`src/design/rlh_divider.sv`:
```
// Bit-serial restoring divider: ceil(dividend / divisor), one quotient bit a cycle.
// Does not depend on rlh_pkg; stand-alone.
`timescale 1ns / 1ps
module rlh_divider (
	input  logic        clk,
	input  logic        arst_n,
	input  logic        go,
	input  logic [31:0] dividend,
	input  logic [9:0]  divisor,
	output logic        done,
	output logic [32:0] quotient
);
	logic [32:0] num_q;
	logic [10:0] rem_q;
	logic [9:0]  div_q;
	logic [5:0]  cnt_q;
	logic        busy_q;
	logic [10:0] trial;
	logic [10:0] diff;

	assign trial = {rem_q[9:0], num_q[32]};
	assign diff  = trial - {1'b0, div_q};

	always_ff @(posedge clk or negedge arst_n) begin
		if (!arst_n) begin
			busy_q <= 1'b0;
			cnt_q  <= '0;
			done   <= 1'b0;
		end else begin
			done <= 1'b0;
			if (go) begin
				busy_q <= 1'b1;
				cnt_q  <= 6'd33;
			end else if (busy_q) begin
				cnt_q <= cnt_q - 6'd1;
				if (cnt_q == 6'd1) begin
					busy_q <= 1'b0;
					done   <= 1'b1;
				end
			end
		end
	end

	// numerator is dividend + divisor - 1, so the floor is the ceiling
	always_ff @(posedge clk) begin
		if (go) begin
			num_q <= {1'b0, dividend} + {23'd0, divisor} - 33'd1;
			rem_q <= '0;
			div_q <= divisor;
		end else if (busy_q) begin
			if (!diff[10]) begin
				rem_q <= diff;
				num_q <= {num_q[31:0], 1'b1};
			end else begin
				rem_q <= trial;
				num_q <= {num_q[31:0], 1'b0};
			end
		end
	end

	assign quotient = num_q;
endmodule

```
`config.mk`:
```
export PLATFORM = sky130hd
export DESIGN_NAME = rlh_divider
export DESIGN_NICKNAME = d
export VERILOG_FILES = /design/src/design/rlh_divider.sv
export SDC_FILE = /design/constraint.sdc
export NUM_CORES = 1
export LEC_CHECK = 0
export ABC_AREA = 1
export BUFFER_PORTS_ARGS = -buffer_cell sky130_fd_sc_hd__buf_2
export CAP_MARGIN = 0
export CORE_ASPECT_RATIO = 0.9
export CORE_MARGIN = 5
export CORE_UTILIZATION = 52
export CTS_CLUSTER_DIAMETER = 120
export DETAILED_ROUTE_END_ITERATION = 16
export GPL_ROUTABILITY_DRIVEN = 0
export PLACE_DENSITY = 0.82
export REMOVE_ABC_BUFFERS = 1
export SYNTH_ARGS = -nofsm -noshare
export SYNTH_HDL_FRONTEND = slang
export SYNTH_SLANG_ARGS = --single-unit
```
`constraint.sdc`:
```
create_clock -name clk -period 2.5 [get_ports clk]
set_clock_uncertainty 0.1 [all_clocks]
set_input_delay 0.375 -clock clk [delete_from_list [all_inputs] [get_ports clk]]
set_output_delay 0.375 -clock clk [all_outputs]
set_load 0.02 [all_outputs]
```
== Word-level counts from Yosys, hierarchy flattened ==
Index checks and enable logic that the tools add are counted.
Storage, ports and cells
  flip-flop bits (word level): 61
  input bits: 45
  output and inout port bits: 34
  logic and storage cells: 24
Cells by class
  add/sub/neg operators: 4
  equal/unequal tests: 1
  muxes and demuxes: 12
  reduce and logical (&&, ||, !) cells: 1
Operators with widths (count)
  $mux 33: 2
  $add 32x10->33: 1
  $sub 33x1->33 const B: 1
  $mux 6: 2
  $sub 11x10->11: 1
  $mux 10: 1
  $mux 1: 7
  $eq 6x1->1 const B: 1
  $sub 6x1->6 const B: 1
  $reduce_bool 2->1: 1

== Logic depth before layout (Yosys ltp) ==
Gate-level depths: netlist of the first run.
  depth in word-level cells: 4
  mapped depth: 15
  mapped depth without buffers: 15

== Worst setup path before layout of the first run ==
No wires, ideal clock.
  path type: input -> register
  start point: input port dividend[1]
  end point: register num_q[29] (netlist: quotient[29]), data pin
  setup time: 254 ps
  arrival time: 2003 ps
  required time: 2146 ps
  path slack: 144 ps
  stages: 13
  buffers on the path: 0
  path through: inv_1 ha_1 inv_1 ha_1 fa_1 nand3_1 nand3_1 nand3_1 nand3_1 nand2_1 nand3_1 nand3_1 nand2_1
On the way
  cells in the longest elaborated chain, start to end: 3
Ends and longest elaborated chain
  from (decl): RTL line 8  | input logic [31:0] dividend,
  $add 32x10->33: RTL line 47  | num_q <= {1'b0, dividend} + {23'd0, divisor} - 33'd1;
  $sub 33x1->33: RTL line 47
  $mux 33: RTL line 46  | if (go) begin
  to (signal assigned): RTL line 47
  to (signal assigned): RTL line 53  | num_q <= {num_q[31:0], 1'b1};
  to (signal assigned): RTL line 56  | num_q <= {num_q[31:0], 1'b0};
  to (decl): RTL line 13  | logic [32:0] num_q;
Every way passes these cells.
A chain may end at the register's enable or synchronous reset.

== Worst setup path after layout of the first run ==
  start point: register num_q[32] (netlist: quotient[32])
  end point: register num_q[0] (netlist: quotient[0]), data pin
On the way
  cells in the longest elaborated chain, start to end: 4
Ends and longest elaborated chain
  $sub 11x10->11: RTL line 22  | assign diff = trial - {1'b0, div_q};
  $mux 1: RTL line 51  | if (!diff[10]) begin
  $mux 33: RTL line 50  | end else if (busy_q) begin
  $mux 33: RTL line 46
Every way passes these cells. The select of a mux whose other input is x is not followed.

==> flow_summary.html, run 1 <==
<table>
<tr><th>Metric</th><th>Value</th></tr>
<tr><th colspan="2">Clocking</th></tr>
<tr><td>CTS sink count</td><td>61</td></tr>
<tr><td>Count of cells resized by post-cts repair</td><td>0</td></tr>
<tr><td>H-tree level count</td><td>3</td></tr>
<tr><td>Skew-Pair Late Insertion Delay</td><td>0.32 ns</td></tr>
<tr><td>CTS tree</td><td>built</td></tr>
<tr><td>Number of CTS-inserted buffers</td><td>9</td></tr>
<tr><td>Clk Tree Root Cell</td><td>sky130_fd_sc_hd__clkbuf_16</td></tr>
<tr><td>Maximum root-to-sink buffer count</td><td>2</td></tr>
<tr><td>Clock transition at path regs</td><td>0.06 ns</td></tr>
<tr><th colspan="2">Power</th></tr>
<tr><td>Leakage power summed over all cells</td><td>4.00 nW</td></tr>
<tr><td>Clock share of power</td><td>0.230</td></tr>
<tr><td>Proportion of power drawn by flip-flops and latches</td><td>0.310</td></tr>
<tr><td>Combinational share of power</td><td>0.460</td></tr>
<tr><td>Internal cell power</td><td>2.93 mW</td></tr>
<tr><td>Psw</td><td>2.07 mW</td></tr>
<tr><td>PwrDens</td><td>740 nW/um^2</td></tr>
<tr><td>Switch share</td><td>0.414</td></tr>
<tr><td>Maximum vdd ir drop</td><td>0.337 mV</td></tr>
<tr><th colspan="2">STA</th></tr>
<tr><td>Maximum achievable frequency</td><td>0.428 GHz</td></tr>
<tr><td>Max-slew violation count</td><td>0</td></tr>
<tr><td>Headroom to the max-slew limit</td><td>0.192</td></tr>
<tr><td>Setup repair after global routing missed its margin</td><td>false</td></tr>
<tr><td>Min Clock Period, post-route</td><td>2.34 ns</td></tr>
<tr><td>Final cycle utilization of the critical path</td><td>0.934</td></tr>
<tr><td>Final-report setup violation count</td><td>0</td></tr>
<tr><td>Setup Total Neg Slack</td><td>0 ns</td></tr>
<tr><td>Final worst-path setup slack</td><td>0.164 ns</td></tr>
<tr><td>Actual transition at the worst max-transition pin</td><td>1.21 ns</td></tr>
<tr><td>Number of hold violations in the final report</td><td>0</td></tr>
<tr><th colspan="2">Worst setup path</th></tr>
<tr><td>Slowest cell delay on critical path</td><td>0.44 ns</td></tr>
<tr><td>Type of the setup path with the least slack</td><td>reg2reg</td></tr>
<tr><td>Arrival time of data at the critical path endpoint</td><td>2.30 ns</td></tr>
<tr><td>Critical path depth</td><td>8</td></tr>
<tr><td>Series of cell instances along the critical path</td><td>inv_1 &gt; ha_1 &gt; fa_1 &gt; nand3b_1 &gt; nand4_1 &gt; nand2_2 &gt; nand2_1 &gt; o21ai_1</td></tr>
<tr><td>Largest driver fanout on the critical path</td><td>11</td></tr>
<tr><td>Buffers and inverters on the worst path</td><td>1</td></tr>
<tr><td>Worst r2r path cells</td><td>8</td></tr>
<tr><td>Worst Setup End Kind</td><td>flip-flop</td></tr>
<tr><td>WP data required</td><td>2.46 ns</td></tr>
<tr><td>Worst path top cell family by delay</td><td>simple AND/OR/NAND/NOR gates</td></tr>
<tr><td>Crit-path slowest cell</td><td>sky130_fd_sc_hd__fa_1</td></tr>
<tr><td>Critical path launch point type</td><td>flip-flop</td></tr>
<tr><th colspan="2">Synth</th></tr>
<tr><td>Register bit total from synthesis</td><td>61</td></tr>
<tr><td>Synthesized instance count</td><td>904</td></tr>
<tr><td>Unique masters post-synth</td><td>34</td></tr>
<tr><td>Syn_area_per_cell</td><td>6.41 sq um</td></tr>
<tr><td>Main area contributors after synthesis</td><td>sky130_fd_sc_hd__edfxtp_1 (22%), sky130_fd_sc_hd__nand2_1 (22%), sky130_fd_sc_hd__inv_1 (13%), sky130_fd_sc_hd__ha_1 (11%), sky130_fd_sc_hd__nand3_1 (4.1%)</td></tr>
<tr><td>Fraction of the yosys area taken by sequential cells</td><td>0.292</td></tr>
<tr><td>Area fraction of the dominant cell type after synthesis</td><td>0.223</td></tr>
<tr><td>Dominant cell type by area after synthesis</td><td>sky130_fd_sc_hd__edfxtp_1</td></tr>
<tr><td>Number of warnings reported in the yosys synthesis log</td><td>0</td></tr>
<tr><td>Cell area after synthesis</td><td>5800 sq um</td></tr>
<tr><th colspan="2">Status</th></tr>
<tr><td>Outcome</td><td>finished, final reports clean</td></tr>
<tr><th colspan="2">Hold path</th></tr>
<tr><td>Hold Path Depth</td><td>1</td></tr>
<tr><td>Hold WC Path Type</td><td>in2reg</td></tr>
<tr><th colspan="2">Routing</th></tr>
<tr><td>Via Count</td><td>5628</td></tr>
<tr><td>Average vias per placed instance</td><td>4.86</td></tr>
<tr><td>Detailed Routing Iterations Pass 1</td><td>5</td></tr>
<tr><td>Remaining number of nets flagged by the antenna check after routing</td><td>0</td></tr>
<tr><td>DRC</td><td>0</td></tr>
<tr><td>Aggregate routed wire length</td><td>14100 um</td></tr>
<tr><td>Drt initial violations</td><td>475</td></tr>
<tr><td>Detailed-route wire length per cell</td><td>12.2 um</td></tr>
<tr><th colspan="2">Placed design</th></tr>
<tr><td>Instance count after placement with tap cells included</td><td>1142</td></tr>
<tr><td>Total of buffers placed on input and output ports</td><td>78</td></tr>
<tr><td>HPWL after detailed placement</td><td>11200 um</td></tr>
<tr><td>Post-placement worst setup slack</td><td>-0.121 ns</td></tr>
<tr><td>DP Area</td><td>6470 sq um</td></tr>
<tr><th colspan="2">Floorplan</th></tr>
<tr><td>Initial cell density of the core</td><td>0.534</td></tr>
<tr><td>Die height</td><td>110 um</td></tr>
<tr><td>Die area</td><td>13400 sq um</td></tr>
<tr><td>Area of the core region</td><td>10900 sq um</td></tr>
<tr><td>Std-Cell Rows</td><td>36</td></tr>
<tr><td>Top Ports</td><td>79</td></tr>
<tr><td>Die extent in x</td><td>121 um</td></tr>
<tr><th colspan="2">Cells and area</th></tr>
<tr><td>Layout net count</td><td>1102</td></tr>
<tr><td>Synthesis-to-layout area growth</td><td>16.6%</td></tr>
<tr><td>Proportion of layout cells with a drive suffix above 1</td><td>0.140</td></tr>
<tr><td>Fill count</td><td>996</td></tr>
<tr><td>Number of cells in the finished layout apart from fillers</td><td>1159</td></tr>
<tr><td>Ant. Diodes</td><td>0</td></tr>
<tr><td>Fin area</td><td>6760 sq um</td></tr>
<tr><th colspan="2">GRT</th></tr>
<tr><td>Maximum number of pins on one net before global-route repair</td><td>54</td></tr>
<tr><td>Wire length of the first global-routing pass</td><td>23300 um</td></tr>
<tr><td>Number of antenna violations at the first check in global routing</td><td>0</td></tr>
<tr><td>Sum of overflow across all layers after global routing</td><td>0</td></tr>
<tr><td>Number of global-route vias before repair</td><td>5105</td></tr>
<tr><td>Global routing usage summed across all routing layers</td><td>0.215</td></tr>
<tr><th colspan="2">Run</th></tr>
<tr><td>Maxcap violations</td><td>0</td></tr>
</table>
[cells in the final DEF (no fill, tap or decap), drive strengths merged, types with 5 or more instances in the layout]
cell and count:
a21oi 31, buf 98, clkbuf 11, dfrtp 8, dfxtp 10, edfxtp 43, ha 53, inv 205
nand2 352, nand3 58, nand3b 16, nor2 56, nor3 6, o21ai 22, o21bai 5, xnor2 14
[Yosys cell counts, drive strengths merged]
cell type / count
nand3b: 16
xnor2: 14
fa: 2
inv: 205
a21oi: 31
o22ai: 1
buf: 5
nor3: 6
clkinv: 1
edfxtp: 43
nand2: 352
o21bai: 5
clkbuf: 7
dfrtp: 8
or2: 1
dfxtp: 10
o211ai: 1
a21o: 1
nor2: 56
and2: 1
xor2: 2
o21ai: 22
ha: 53
nand3: 58
nand4: 3
[state kept, by name, summed over array words and instances (netlist names)]
register and cells:
done 1, cnt_q 6, rem_q 10, busy_q 1
quotient 33, div_q 10
[cell type report]
type / instances / area, sq um / area share
clock inverter: 5 / 36.3 / 0.00537
inverter: 206 / 773 / 0.114
clock buffer: 11 / 243 / 0.0359
sequential: 61 / 1690 / 0.250
multi-input combinational: 625 / 3260 / 0.483
tap: 152 / 190 / 0.0281
timing repair buffer: 99 / 563 / 0.0833
[power by group through the flow]
stage	registers [mW]	clock network [mW]	logic, mW
2_1_floorplan	1.69	0	1.50
3_3_place_gp	1.57	0	2.22
3_5_place_dp	1.56	0	2.27
4_1_cts	1.55	1.16	2.29
5_1_grt	1.58	1.21	2.58
6_report	1.55	1.15	2.30
[cells by family after synthesis]
logic type / share of synthesized area
buf+inv: 0.145
fa+ha+maj: 0.121
simple gates: 0.360
xor+xnor: 0.0242
compound gates: 0.0572
flops: 0.292
[what timing repair did]
action,CTS,global route
endpoints found under the hold margin,8,0
hold buffers,1,0
buffers inserted,0,0
[per-stage QoR]
stage | util | hold WS (ns) | total power [mW]
floorplan | - | -0.0206 | 3.18
global placement | 0.596 | 0.123 | 3.79
detailed placement | 0.596 | 0.127 | 3.83
CTS | 0.623 | 0.133 | 5.00
global route | 0.623 | 0.137 | 5.36
finish | 0.623 | 0.139 | 5.01
[path summary, 6_finish.rpt]
check / slack [ns] / start / to
min reg2reg: 0.37 / rem_q[7]$_SDFFE_PP0P_ / rem_q[7]$_SDFFE_PP0P_
min in group asynchronous: 0.32 / arst_n / cnt_q[4]$_DFFE_PN0P_
min: 0.14 / divisor[5] / div_q[5]$_DFFE_PP_
max: 0.16 / quotient[32]$_DFFE_PP_ / quotient[0]$_DFFE_PP_
max reg2reg: 0.16 / quotient[32]$_DFFE_PP_ / quotient[0]$_DFFE_PP_
max in group asynchronous: 1.82 / arst_n / cnt_q[3]$_DFFE_PN0P_
[per-layer routing]
metal,track usage,vias up,share of wire
li1,-,2963,-
met1,0.301,2494,0.49
met2,0.356,163,0.45
met3,0.0276,8,0.057
met4,0.0528,0,0.0087
met5,0,-,0
(Power assumes the default switching activity.)
==> run 2: changes to the inputs <==
Settings changed: ABC_CLOCK_PERIOD_IN_PS from default to 2500, CORE_UTILIZATION 52 to 55, PLACE_DENSITY 0.82 to 0.86.
==> run 2 against run 1 <==
Setup slack lost 0.046 ns. Total power grew 3.4%. Sequential share of layout area shrank 0.074 points. Non-clock buffer count grew 3. Critical endpoint unchanged. Critical path type unchanged. Routed wire length grew 5.3%. Register-to-register slack lost 0.05 ns. Via count grew 2.0%. Sequential power is essentially flat. Final area grew 0.30%.
==> flow_summary.html, run 2 (synthesized netlist as in run 1, its figures left out) <==
<table>
<tr><th>Metric</th><th>Value</th></tr>
<tr><th colspan="2">Floorplan</th></tr>
<tr><td>Area of the core region</td><td>10300 sq um (was 10900 sq um)</td></tr>
<tr><td>Std-Cell Rows</td><td>35 (was 36)</td></tr>
<tr><td>Top Ports</td><td>79 (unchanged)</td></tr>
<tr><td>Die height</td><td>107 um (was 110 um)</td></tr>
<tr><td>Die area</td><td>12700 sq um (was 13400 sq um)</td></tr>
<tr><td>Die extent in x</td><td>118 um (was 121 um)</td></tr>
<tr><td>Initial cell density of the core</td><td>0.563 (was 0.534)</td></tr>
<tr><th colspan="2">STA</th></tr>
<tr><td>Actual transition at the worst max-transition pin</td><td>1.24 ns (was 1.21 ns)</td></tr>
<tr><td>Setup repair after global routing missed its margin</td><td>false (unchanged)</td></tr>
<tr><td>Number of hold violations in the final report</td><td>0 (unchanged)</td></tr>
<tr><td>Headroom to the max-slew limit</td><td>0.169 (was 0.192)</td></tr>
<tr><td>Min Clock Period, post-route</td><td>2.38 ns (was 2.34 ns)</td></tr>
<tr><td>Maximum achievable frequency</td><td>0.420 GHz (was 0.428 GHz)</td></tr>
<tr><td>Final cycle utilization of the critical path</td><td>0.953 (was 0.934)</td></tr>
<tr><td>Final-report setup violation count</td><td>0 (unchanged)</td></tr>
<tr><td>Worst hold slack</td><td>0.135 ns (was 0.139 ns)</td></tr>
<tr><td>Setup Total Neg Slack</td><td>0 ns (unchanged)</td></tr>
<tr><td>Final worst-path setup slack</td><td>0.118 ns (was 0.164 ns)</td></tr>
<tr><td>Max-slew violation count</td><td>0 (unchanged)</td></tr>
<tr><th colspan="2">Run</th></tr>
<tr><td>Maxcap violations</td><td>0 (unchanged)</td></tr>
<tr><th colspan="2">Placed design</th></tr>
<tr><td>Total of buffers placed on input and output ports</td><td>78 (unchanged)</td></tr>
<tr><td>HPWL after detailed placement</td><td>11500 um (was 11200 um)</td></tr>
<tr><td>Post-placement worst setup slack</td><td>-0.146 ns (was -0.121 ns)</td></tr>
<tr><th colspan="2">Routing</th></tr>
<tr><td>Remaining number of nets flagged by the antenna check after routing</td><td>0 (unchanged)</td></tr>
<tr><td>Aggregate routed wire length</td><td>14800 um (was 14100 um)</td></tr>
<tr><td>Detailed Routing Iterations Pass 1</td><td>6 (was 5)</td></tr>
<tr><td>DRC</td><td>0 (unchanged)</td></tr>
<tr><td>Via Count</td><td>5738 (was 5628)</td></tr>
<tr><td>Average vias per placed instance</td><td>5.04 (was 4.86)</td></tr>
<tr><td>Drt initial violations</td><td>615 (was 475)</td></tr>
<tr><td>Detailed-route wire length per cell</td><td>13.0 um (was 12.2 um)</td></tr>
<tr><th colspan="2">Clocking</th></tr>
<tr><td>CTS sink count</td><td>61 (unchanged)</td></tr>
<tr><td>Number of CTS-inserted buffers</td><td>9 (unchanged)</td></tr>
<tr><td>Post-CTS setup-driven buffer insertion count</td><td>0 (unchanged)</td></tr>
<tr><td>Maximum root-to-sink buffer count</td><td>2 (unchanged)</td></tr>
<tr><td>CTS tree</td><td>built (unchanged)</td></tr>
<tr><td>Clk Tree Root Cell</td><td>sky130_fd_sc_hd__clkbuf_16 (unchanged)</td></tr>
<tr><td>Clock transition at path regs</td><td>0.06 ns (about the same)</td></tr>
<tr><td>Skew-Pair Late Insertion Delay</td><td>0.33 ns (was 0.32 ns)</td></tr>
<tr><td>H-tree level count</td><td>3 (unchanged)</td></tr>
<tr><th colspan="2">Power</th></tr>
<tr><td>Proportion of power drawn by flip-flops and latches</td><td>0.300 (was 0.310)</td></tr>
<tr><td>Clock share of power</td><td>0.247 (was 0.230)</td></tr>
<tr><td>Switch share</td><td>0.413 (was 0.414)</td></tr>
<tr><td>Psw</td><td>2.14 mW (was 2.07 mW)</td></tr>
<tr><td>Internal cell power</td><td>3.04 mW (was 2.93 mW)</td></tr>
<tr><td>Maximum vdd ir drop</td><td>0.672 mV (was 0.337 mV)</td></tr>
<tr><td>PwrDens</td><td>764 nW/um^2 (was 740 nW/um^2)</td></tr>
<tr><td>Combinational share of power</td><td>0.453 (was 0.460)</td></tr>
<tr><td>Leakage power summed over all cells</td><td>4.03 nW (was 4.00 nW)</td></tr>
<tr><th colspan="2">Cells and area</th></tr>
<tr><td>Proportion of layout cells with a drive suffix above 1</td><td>0.145 (was 0.140)</td></tr>
<tr><td>Ant. Diodes</td><td>0 (unchanged)</td></tr>
<tr><td>Most used cells in the layout excluding fill and tap cells</td><td>sky130_fd_sc_hd__nand2_1 (339), sky130_fd_sc_hd__inv_1 (203), sky130_fd_sc_hd__buf_2 (78), sky130_fd_sc_hd__nor2_1 (55), sky130_fd_sc_hd__ha_1 (53) (unchanged)</td></tr>
<tr><td>Most frequent standard cell in the layout excluding fill and tap cells</td><td>sky130_fd_sc_hd__nand2_1 (unchanged)</td></tr>
<tr><td>Fill count</td><td>887 (was 996)</td></tr>
<tr><td>Max reg flops</td><td>33 (unchanged)</td></tr>
<tr><td>Layout net count</td><td>1105 (was 1102)</td></tr>
<tr><td>Synthesis-to-layout area growth</td><td>17.0% (was 16.6%)</td></tr>
<tr><th colspan="2">Worst setup path</th></tr>
<tr><td>Critical path launch point type</td><td>flip-flop (unchanged)</td></tr>
<tr><td>Arrival time of data at the critical path endpoint</td><td>2.36 ns (was 2.30 ns)</td></tr>
<tr><td>Series of cell instances along the critical path</td><td>inv_1 &gt; ha_1 &gt; fa_1 &gt; nand3b_1 &gt; nand4_1 &gt; nand2_2 &gt; nand2_1 &gt; o21ai_1 (unchanged)</td></tr>
<tr><td>Slowest cell delay on critical path</td><td>0.44 ns (about the same)</td></tr>
<tr><td>Largest driver fanout on the critical path</td><td>11 (unchanged)</td></tr>
<tr><td>Type of the setup path with the least slack</td><td>reg2reg (unchanged)</td></tr>
<tr><td>Worst Setup End Kind</td><td>flip-flop (unchanged)</td></tr>
<tr><td>Crit-path slowest cell</td><td>sky130_fd_sc_hd__fa_1 (unchanged)</td></tr>
<tr><td>WP data required</td><td>2.47 ns (was 2.46 ns)</td></tr>
<tr><th colspan="2">GRT</th></tr>
<tr><td>Number of antenna violations at the first check in global routing</td><td>0 (unchanged)</td></tr>
<tr><td>Number of global-route vias before repair</td><td>5335 (was 5105)</td></tr>
<tr><td>Maximum number of pins on one net before global-route repair</td><td>34 (was 54)</td></tr>
<tr><td>Global routing usage summed across all routing layers</td><td>0.235 (was 0.215)</td></tr>
<tr><td>Wire length of the first global-routing pass</td><td>24600 um (was 23300 um)</td></tr>
<tr><td>Sum of overflow across all layers after global routing</td><td>0 (unchanged)</td></tr>
<tr><th colspan="2">Hold path</th></tr>
<tr><td>Hold WC Path Type</td><td>in2reg (unchanged)</td></tr>
<tr><th colspan="2">Status</th></tr>
<tr><td>Outcome</td><td>finished, final reports clean (unchanged)</td></tr>
</table>
-- run 2: layout make-up --
| type | count | area (sq um) | share of cell area |
|---|---|---|---|
| tap | 129 | 161 | 0.0238 |
| clock buffer | 11 | 275 | 0.0406 |
| inverter | 206 | 773 | 0.114 |
| clock inverter | 5 | 40.0 | 0.00591 |
| multi-input combinational | 625 | 3270 | 0.482 |
| sequential | 61 | 1690 | 0.249 |
| timing repair buffer | 102 | 573 | 0.0845 |
-- run 2: critical path: cells and delay by family, from the launching register on --
kind	cells	cell delay (ns)
flops	1	0.40
buf+inv	1	0.10
simple gates	4	0.74
compound gates	1	0.07
fa+ha+maj	2	0.70
-- run 2: power groups by stage --
stage | logic, mW | clock network [mW] | registers, mW
after detailed placement | 2.29 | 0 | 1.56
final | 2.35 | 1.28 | 1.55
after floorplan | 1.50 | 0 | 1.69
after global placement | 2.22 | 0 | 1.56
after CTS | 2.32 | 1.29 | 1.55
after global routing | 2.63 | 1.33 | 1.58
-- run 2: what timing repair did --
| action | CTS | global route |
|---|---|---|
| hold buffers | 1 | 0 |
| resized for setup | 0 | 1 |
| setup endpoints to repair | 0 | 3 |
| hold endpoints to repair | 8 | 0 |
-- run 2: path summary, 6_finish.rpt --
kind,from,to,slack (ns),cells after the start
worst min register to register,rem_q[8]$_SDFFE_PP0P_,rem_q[8]$_SDFFE_PP0P_,0.37,2
min in group asynchronous,arst_n,busy_q$_DFF_PN0_,0.33,2
max in group asynchronous,arst_n,done$_DFF_PN0_,1.81,2
worst max register to register,quotient[32]$_DFFE_PP_,quotient[0]$_DFFE_PP_,0.12,8
worst max-delay path,quotient[32]$_DFFE_PP_,quotient[0]$_DFFE_PP_,0.12,8
worst min-delay path,divisor[9],div_q[9]$_DFFE_PP_,0.14,1
-- run 2: per-layer routing --
| layer | wire length (um) | GRT usage | part of all wire | up-vias |
|---|---|---|---|---|
| li1 | - | - | - | 2964 |
| met2 | 6780 | 0.394 | 0.46 | 209 |
| met5 | 0 | 0 | 0 | - |
| met1 | 6800 | 0.316 | 0.46 | 2545 |
| met3 | 1070 | 0.0378 | 0.072 | 20 |
| met4 | 185 | 0.0622 | 0.012 | 0 |
-- run 2: through the flow --
step / power, mW / instance area, sq um / instances / utilization
4_1_cts: 5.16 / 6780 / 1139 / 0.659
3_3_place_gp: 3.78 / 6450 / 1122 / 0.627
5_1_grt: 5.54 / 6780 / 1139 / 0.659
6_report: 5.18 / 6780 / 1139 / 0.659
3_5_place_dp: 3.85 / 6450 / 1122 / 0.627
2_1_floorplan: 3.18 / 5730 / 892 / -
==> run 3: changes to the inputs <==
Settings changed: ABC_CLOCK_PERIOD_IN_PS 2500 to 2800.
Clock period 2.5 ns to 2.8 ns, I/O delays scaled along.
==> run 3 against run 2 <==
Sequential share of layout area up 0.58 points. Critical path depth up 1. Sequential cell count unchanged. Maximum frequency down 1.3%. Total power down 14%. Register-to-register slack better by 0.27 ns.
==> flow_summary.html, run 3 (synthesized netlist as in run 1, its figures left out) <==
<table>
<tr><th>Metric</th><th>Value</th></tr>
<tr><th colspan="2">Worst setup path</th></tr>
<tr><td>Critical path launch point type</td><td>flip-flop (unchanged)</td></tr>
<tr><td>Series of cell instances along the critical path</td><td>inv_1 &gt; ha_1 &gt; fa_1 &gt; nand3b_1 &gt; nand3_2 &gt; nand2_2 &gt; nand2_2 &gt; nand2_1 &gt; o21ai_1 (was inv_1 &gt; ha_1 &gt; fa_1 &gt; nand3b_1 &gt; nand4_1 &gt; nand2_2 &gt; nand2_1 &gt; o21ai_1)</td></tr>
<tr><td>Slowest cell delay on critical path</td><td>0.43 ns (was 0.44 ns)</td></tr>
<tr><td>Buffers and inverters on the worst path</td><td>1 (unchanged)</td></tr>
<tr><td>Top cell by count, worst path</td><td>sky130_fd_sc_hd__nand2_2</td></tr>
<tr><td>Crit-path slowest cell</td><td>sky130_fd_sc_hd__fa_1 (unchanged)</td></tr>
<tr><td>Worst Setup End Kind</td><td>flip-flop (unchanged)</td></tr>
<tr><td>Type of the setup path with the least slack</td><td>reg2reg (unchanged)</td></tr>
<tr><td>Largest driver fanout on the critical path</td><td>11 (unchanged)</td></tr>
<tr><td>Arrival time of data at the critical path endpoint</td><td>2.49 ns (was 2.36 ns)</td></tr>
<tr><td>Worst path top cell family by delay</td><td>simple AND/OR/NAND/NOR gates (unchanged)</td></tr>
<tr><td>WP data required</td><td>2.88 ns (was 2.47 ns)</td></tr>
<tr><th colspan="2">Clocking</th></tr>
<tr><td>Total of hold buffers inserted after clock tree synthesis</td><td>1 (unchanged)</td></tr>
<tr><td>Skew-Pair Late Insertion Delay</td><td>0.33 ns (about the same)</td></tr>
<tr><td>CTS sink count</td><td>61 (unchanged)</td></tr>
<tr><td>CTS tree</td><td>built (unchanged)</td></tr>
<tr><td>Number of CTS-inserted buffers</td><td>9 (unchanged)</td></tr>
<tr><td>Post-CTS setup-driven buffer insertion count</td><td>0 (unchanged)</td></tr>
<tr><td>H-tree level count</td><td>3 (unchanged)</td></tr>
<tr><td>Maximum root-to-sink buffer count</td><td>2 (unchanged)</td></tr>
<tr><td>Clk Tree Root Cell</td><td>sky130_fd_sc_hd__clkbuf_16 (unchanged)</td></tr>
<tr><td>Clock transition at path regs</td><td>0.05 ns (was 0.06 ns)</td></tr>
<tr><td>Count of cells resized by post-cts repair</td><td>0 (unchanged)</td></tr>
<tr><th colspan="2">GRT</th></tr>
<tr><td>Wire length of the first global-routing pass</td><td>23900 um (was 24600 um)</td></tr>
<tr><td>Number of antenna violations at the first check in global routing</td><td>0 (unchanged)</td></tr>
<tr><td>Number of global-route vias before repair</td><td>5417 (was 5335)</td></tr>
<tr><td>Sum of overflow across all layers after global routing</td><td>0 (unchanged)</td></tr>
<tr><td>Maximum number of pins on one net before global-route repair</td><td>34 (unchanged)</td></tr>
<tr><td>Global routing usage summed across all routing layers</td><td>0.227 (was 0.235)</td></tr>
<tr><th colspan="2">Cells and area</th></tr>
<tr><td>Max reg flops</td><td>33 (unchanged)</td></tr>
<tr><td>Fill count</td><td>900 (was 887)</td></tr>
<tr><td>Proportion of layout cells with a drive suffix above 1</td><td>0.128 (was 0.145)</td></tr>
<tr><td>Most frequent standard cell in the layout excluding fill and tap cells</td><td>sky130_fd_sc_hd__nand2_1 (unchanged)</td></tr>
<tr><td>Synthesis-to-layout area growth</td><td>14.3% (was 17.0%)</td></tr>
<tr><td>Ant. Diodes</td><td>0 (unchanged)</td></tr>
<tr><td>Most used cells in the layout excluding fill and tap cells</td><td>sky130_fd_sc_hd__nand2_1 (339), sky130_fd_sc_hd__inv_1 (203), sky130_fd_sc_hd__buf_2 (78), sky130_fd_sc_hd__nor2_1 (55), sky130_fd_sc_hd__ha_1 (53) (unchanged)</td></tr>
<tr><td>Layout net count</td><td>1089 (was 1105)</td></tr>
<tr><td>Number of cells in the finished layout apart from fillers</td><td>1123 (was 1139)</td></tr>
<tr><th colspan="2">STA</th></tr>
<tr><td>Headroom to the max-slew limit</td><td>0.156 (was 0.169)</td></tr>
<tr><td>Setup repair after global routing missed its margin</td><td>false (unchanged)</td></tr>
<tr><td>Maximum achievable frequency</td><td>0.414 GHz (was 0.420 GHz)</td></tr>
<tr><td>Number of hold violations in the final report</td><td>0 (unchanged)</td></tr>
<tr><td>Actual transition at the worst max-transition pin</td><td>1.26 ns (was 1.24 ns)</td></tr>
<tr><td>Max-slew violation count</td><td>0 (unchanged)</td></tr>
<tr><td>Min Clock Period, post-route</td><td>2.41 ns (was 2.38 ns)</td></tr>
<tr><td>Final-report setup violation count</td><td>0 (unchanged)</td></tr>
<tr><td>Final cycle utilization of the critical path</td><td>0.862 (was 0.953)</td></tr>
<tr><td>Setup Total Neg Slack</td><td>0 ns (unchanged)</td></tr>
<tr><th colspan="2">Routing</th></tr>
<tr><td>Average vias per placed instance</td><td>5.07 (was 5.04)</td></tr>
<tr><td>Remaining number of nets flagged by the antenna check after routing</td><td>0 (unchanged)</td></tr>
<tr><td>Via Count</td><td>5690 (was 5738)</td></tr>
<tr><td>Drt initial violations</td><td>441 (was 615)</td></tr>
<tr><td>DRC</td><td>0 (unchanged)</td></tr>
<tr><td>Detailed-route wire length per cell</td><td>12.6 um (was 13.0 um)</td></tr>
<tr><td>Aggregate routed wire length</td><td>14100 um (was 14800 um)</td></tr>
<tr><td>Detailed Routing Iterations Pass 1</td><td>6 (unchanged)</td></tr>
<tr><th colspan="2">Hold path</th></tr>
<tr><td>Hold WC Path Type</td><td>in2reg (unchanged)</td></tr>
<tr><th colspan="2">Power</th></tr>
<tr><td>Leakage power summed over all cells</td><td>3.94 nW (was 4.03 nW)</td></tr>
<tr><td>Maximum vdd ir drop</td><td>0.551 mV (was 0.672 mV)</td></tr>
<tr><td>PwrDens</td><td>673 nW/um^2 (was 764 nW/um^2)</td></tr>
<tr><th colspan="2">Placed design</th></tr>
<tr><td>Total of buffers placed on input and output ports</td><td>78 (unchanged)</td></tr>
<tr><td>HPWL after detailed placement</td><td>11200 um (was 11500 um)</td></tr>
<tr><td>Instance count after placement with tap cells included</td><td>1106 (was 1122)</td></tr>
<tr><th colspan="2">Floorplan</th></tr>
<tr><td>Initial cell density of the core</td><td>0.563 (unchanged)</td></tr>
<tr><td>Area of the core region</td><td>10300 sq um (unchanged)</td></tr>
<tr><td>Die extent in x</td><td>118 um (unchanged)</td></tr>
<tr><td>Die area</td><td>12700 sq um (unchanged)</td></tr>
<tr><td>Die height</td><td>107 um (unchanged)</td></tr>
<tr><td>Top Ports</td><td>79 (unchanged)</td></tr>
<tr><td>Std-Cell Rows</td><td>35 (unchanged)</td></tr>
<tr><th colspan="2">Status</th></tr>
<tr><td>Outcome</td><td>finished, final reports clean (unchanged)</td></tr>
<tr><th colspan="2">Run</th></tr>
<tr><td>Maxcap violations</td><td>0 (unchanged)</td></tr>
</table>
-- run 3: changes by cell type in the layout (fill, tap and decap cells not counted) --
cell	delta
sky130_fd_sc_hd__fa_1	+1
sky130_fd_sc_hd__clkbuf_1	+1
sky130_fd_sc_hd__clkbuf_16	-2
sky130_fd_sc_hd__buf_4	-16
sky130_fd_sc_hd__bufinv_16	+1
sky130_fd_sc_hd__fa_2	-1
sky130_fd_sc_hd__clkinv_4	-4
sky130_fd_sc_hd__clkinv_1	+1
sky130_fd_sc_hd__clkinv_2	+3
-- run 3: per-stage QoR --
| step | hold WS, ns | power, mW | setup WS, ns | util | cell area [sq um] |
|---|---|---|---|---|---|
| 5_1_grt | 0.175 | 4.79 | 0.240 | 0.644 | 6630 |
| 3_3_place_gp | 0.170 | 3.32 | 0.178 | 0.615 | 6330 |
| 4_1_cts | 0.177 | 4.45 | 0.423 | 0.644 | 6630 |
| 3_5_place_dp | 0.165 | 3.37 | 0.0850 | 0.615 | 6330 |
| 6_report | 0.182 | 4.46 | 0.387 | 0.644 | 6630 |
| 2_1_floorplan | 0.0244 | 2.84 | 0.391 | - | 5730 |
-- run 3: cell type report --
class	count	area [sq um]	share of cell area
clock buffers	10	229	0.0346
multi-input cells	625	3260	0.493
repair buffers	86	453	0.0684
clock inverters	6	53.8	0.00812
flip-flops and latches	61	1690	0.255
inverters	206	773	0.117
well taps	129	161	0.0244
-- run 3: per-layer routing --
metal | part of all wire | global-route usage | up-vias | routed length [um]
li1 | - | - | 2938 | -
met1 | 0.46 | 0.299 | 2524 | 6540
met2 | 0.45 | 0.380 | 208 | 6310
met3 | 0.074 | 0.0483 | 20 | 1040
met4 | 0.016 | 0.0565 | 0 | 232
met5 | 0 | 0 | - | 0
-- run 3: path summary, 6_finish.rpt --
path	from	to	slack [ns]	depth (start not counted)
min reg2reg	rem_q[7]$_SDFFE_PP0P_	rem_q[7]$_SDFFE_PP0P_	0.36	2
min	divisor[4]	div_q[4]$_DFFE_PP_	0.18	1
max in group asynchronous	arst_n	cnt_q[4]$_DFFE_PN0P_	2.08	2
max	quotient[32]$_DFFE_PP_	quotient[0]$_DFFE_PP_	0.39	9
min in group asynchronous	arst_n	cnt_q[5]$_DFFE_PN0P_	0.36	2
max reg2reg	quotient[32]$_DFFE_PP_	quotient[0]$_DFFE_PP_	0.39	9
-- run 3: power breakdown --
part / switching [mW] / total [mW] / internal (mW)
clock network: 0.377 / 1.06 / 0.678
logic: 1.29 / 2.02 / 0.725
registers: 0.160 / 1.39 / 1.23
-- run 3: worst reg2reg max path: stages (launching register included) --
cell,delay (ns)
sky130_fd_sc_hd__edfxtp_1,0.37
sky130_fd_sc_hd__inv_1,0.09
sky130_fd_sc_hd__ha_1,0.24
sky130_fd_sc_hd__fa_1,0.43
sky130_fd_sc_hd__nand3b_1,0.22
sky130_fd_sc_hd__nand3_2,0.10
sky130_fd_sc_hd__nand2_2,0.17
sky130_fd_sc_hd__nand2_2,0.34
sky130_fd_sc_hd__nand2_1,0.11
sky130_fd_sc_hd__o21ai_1,0.09
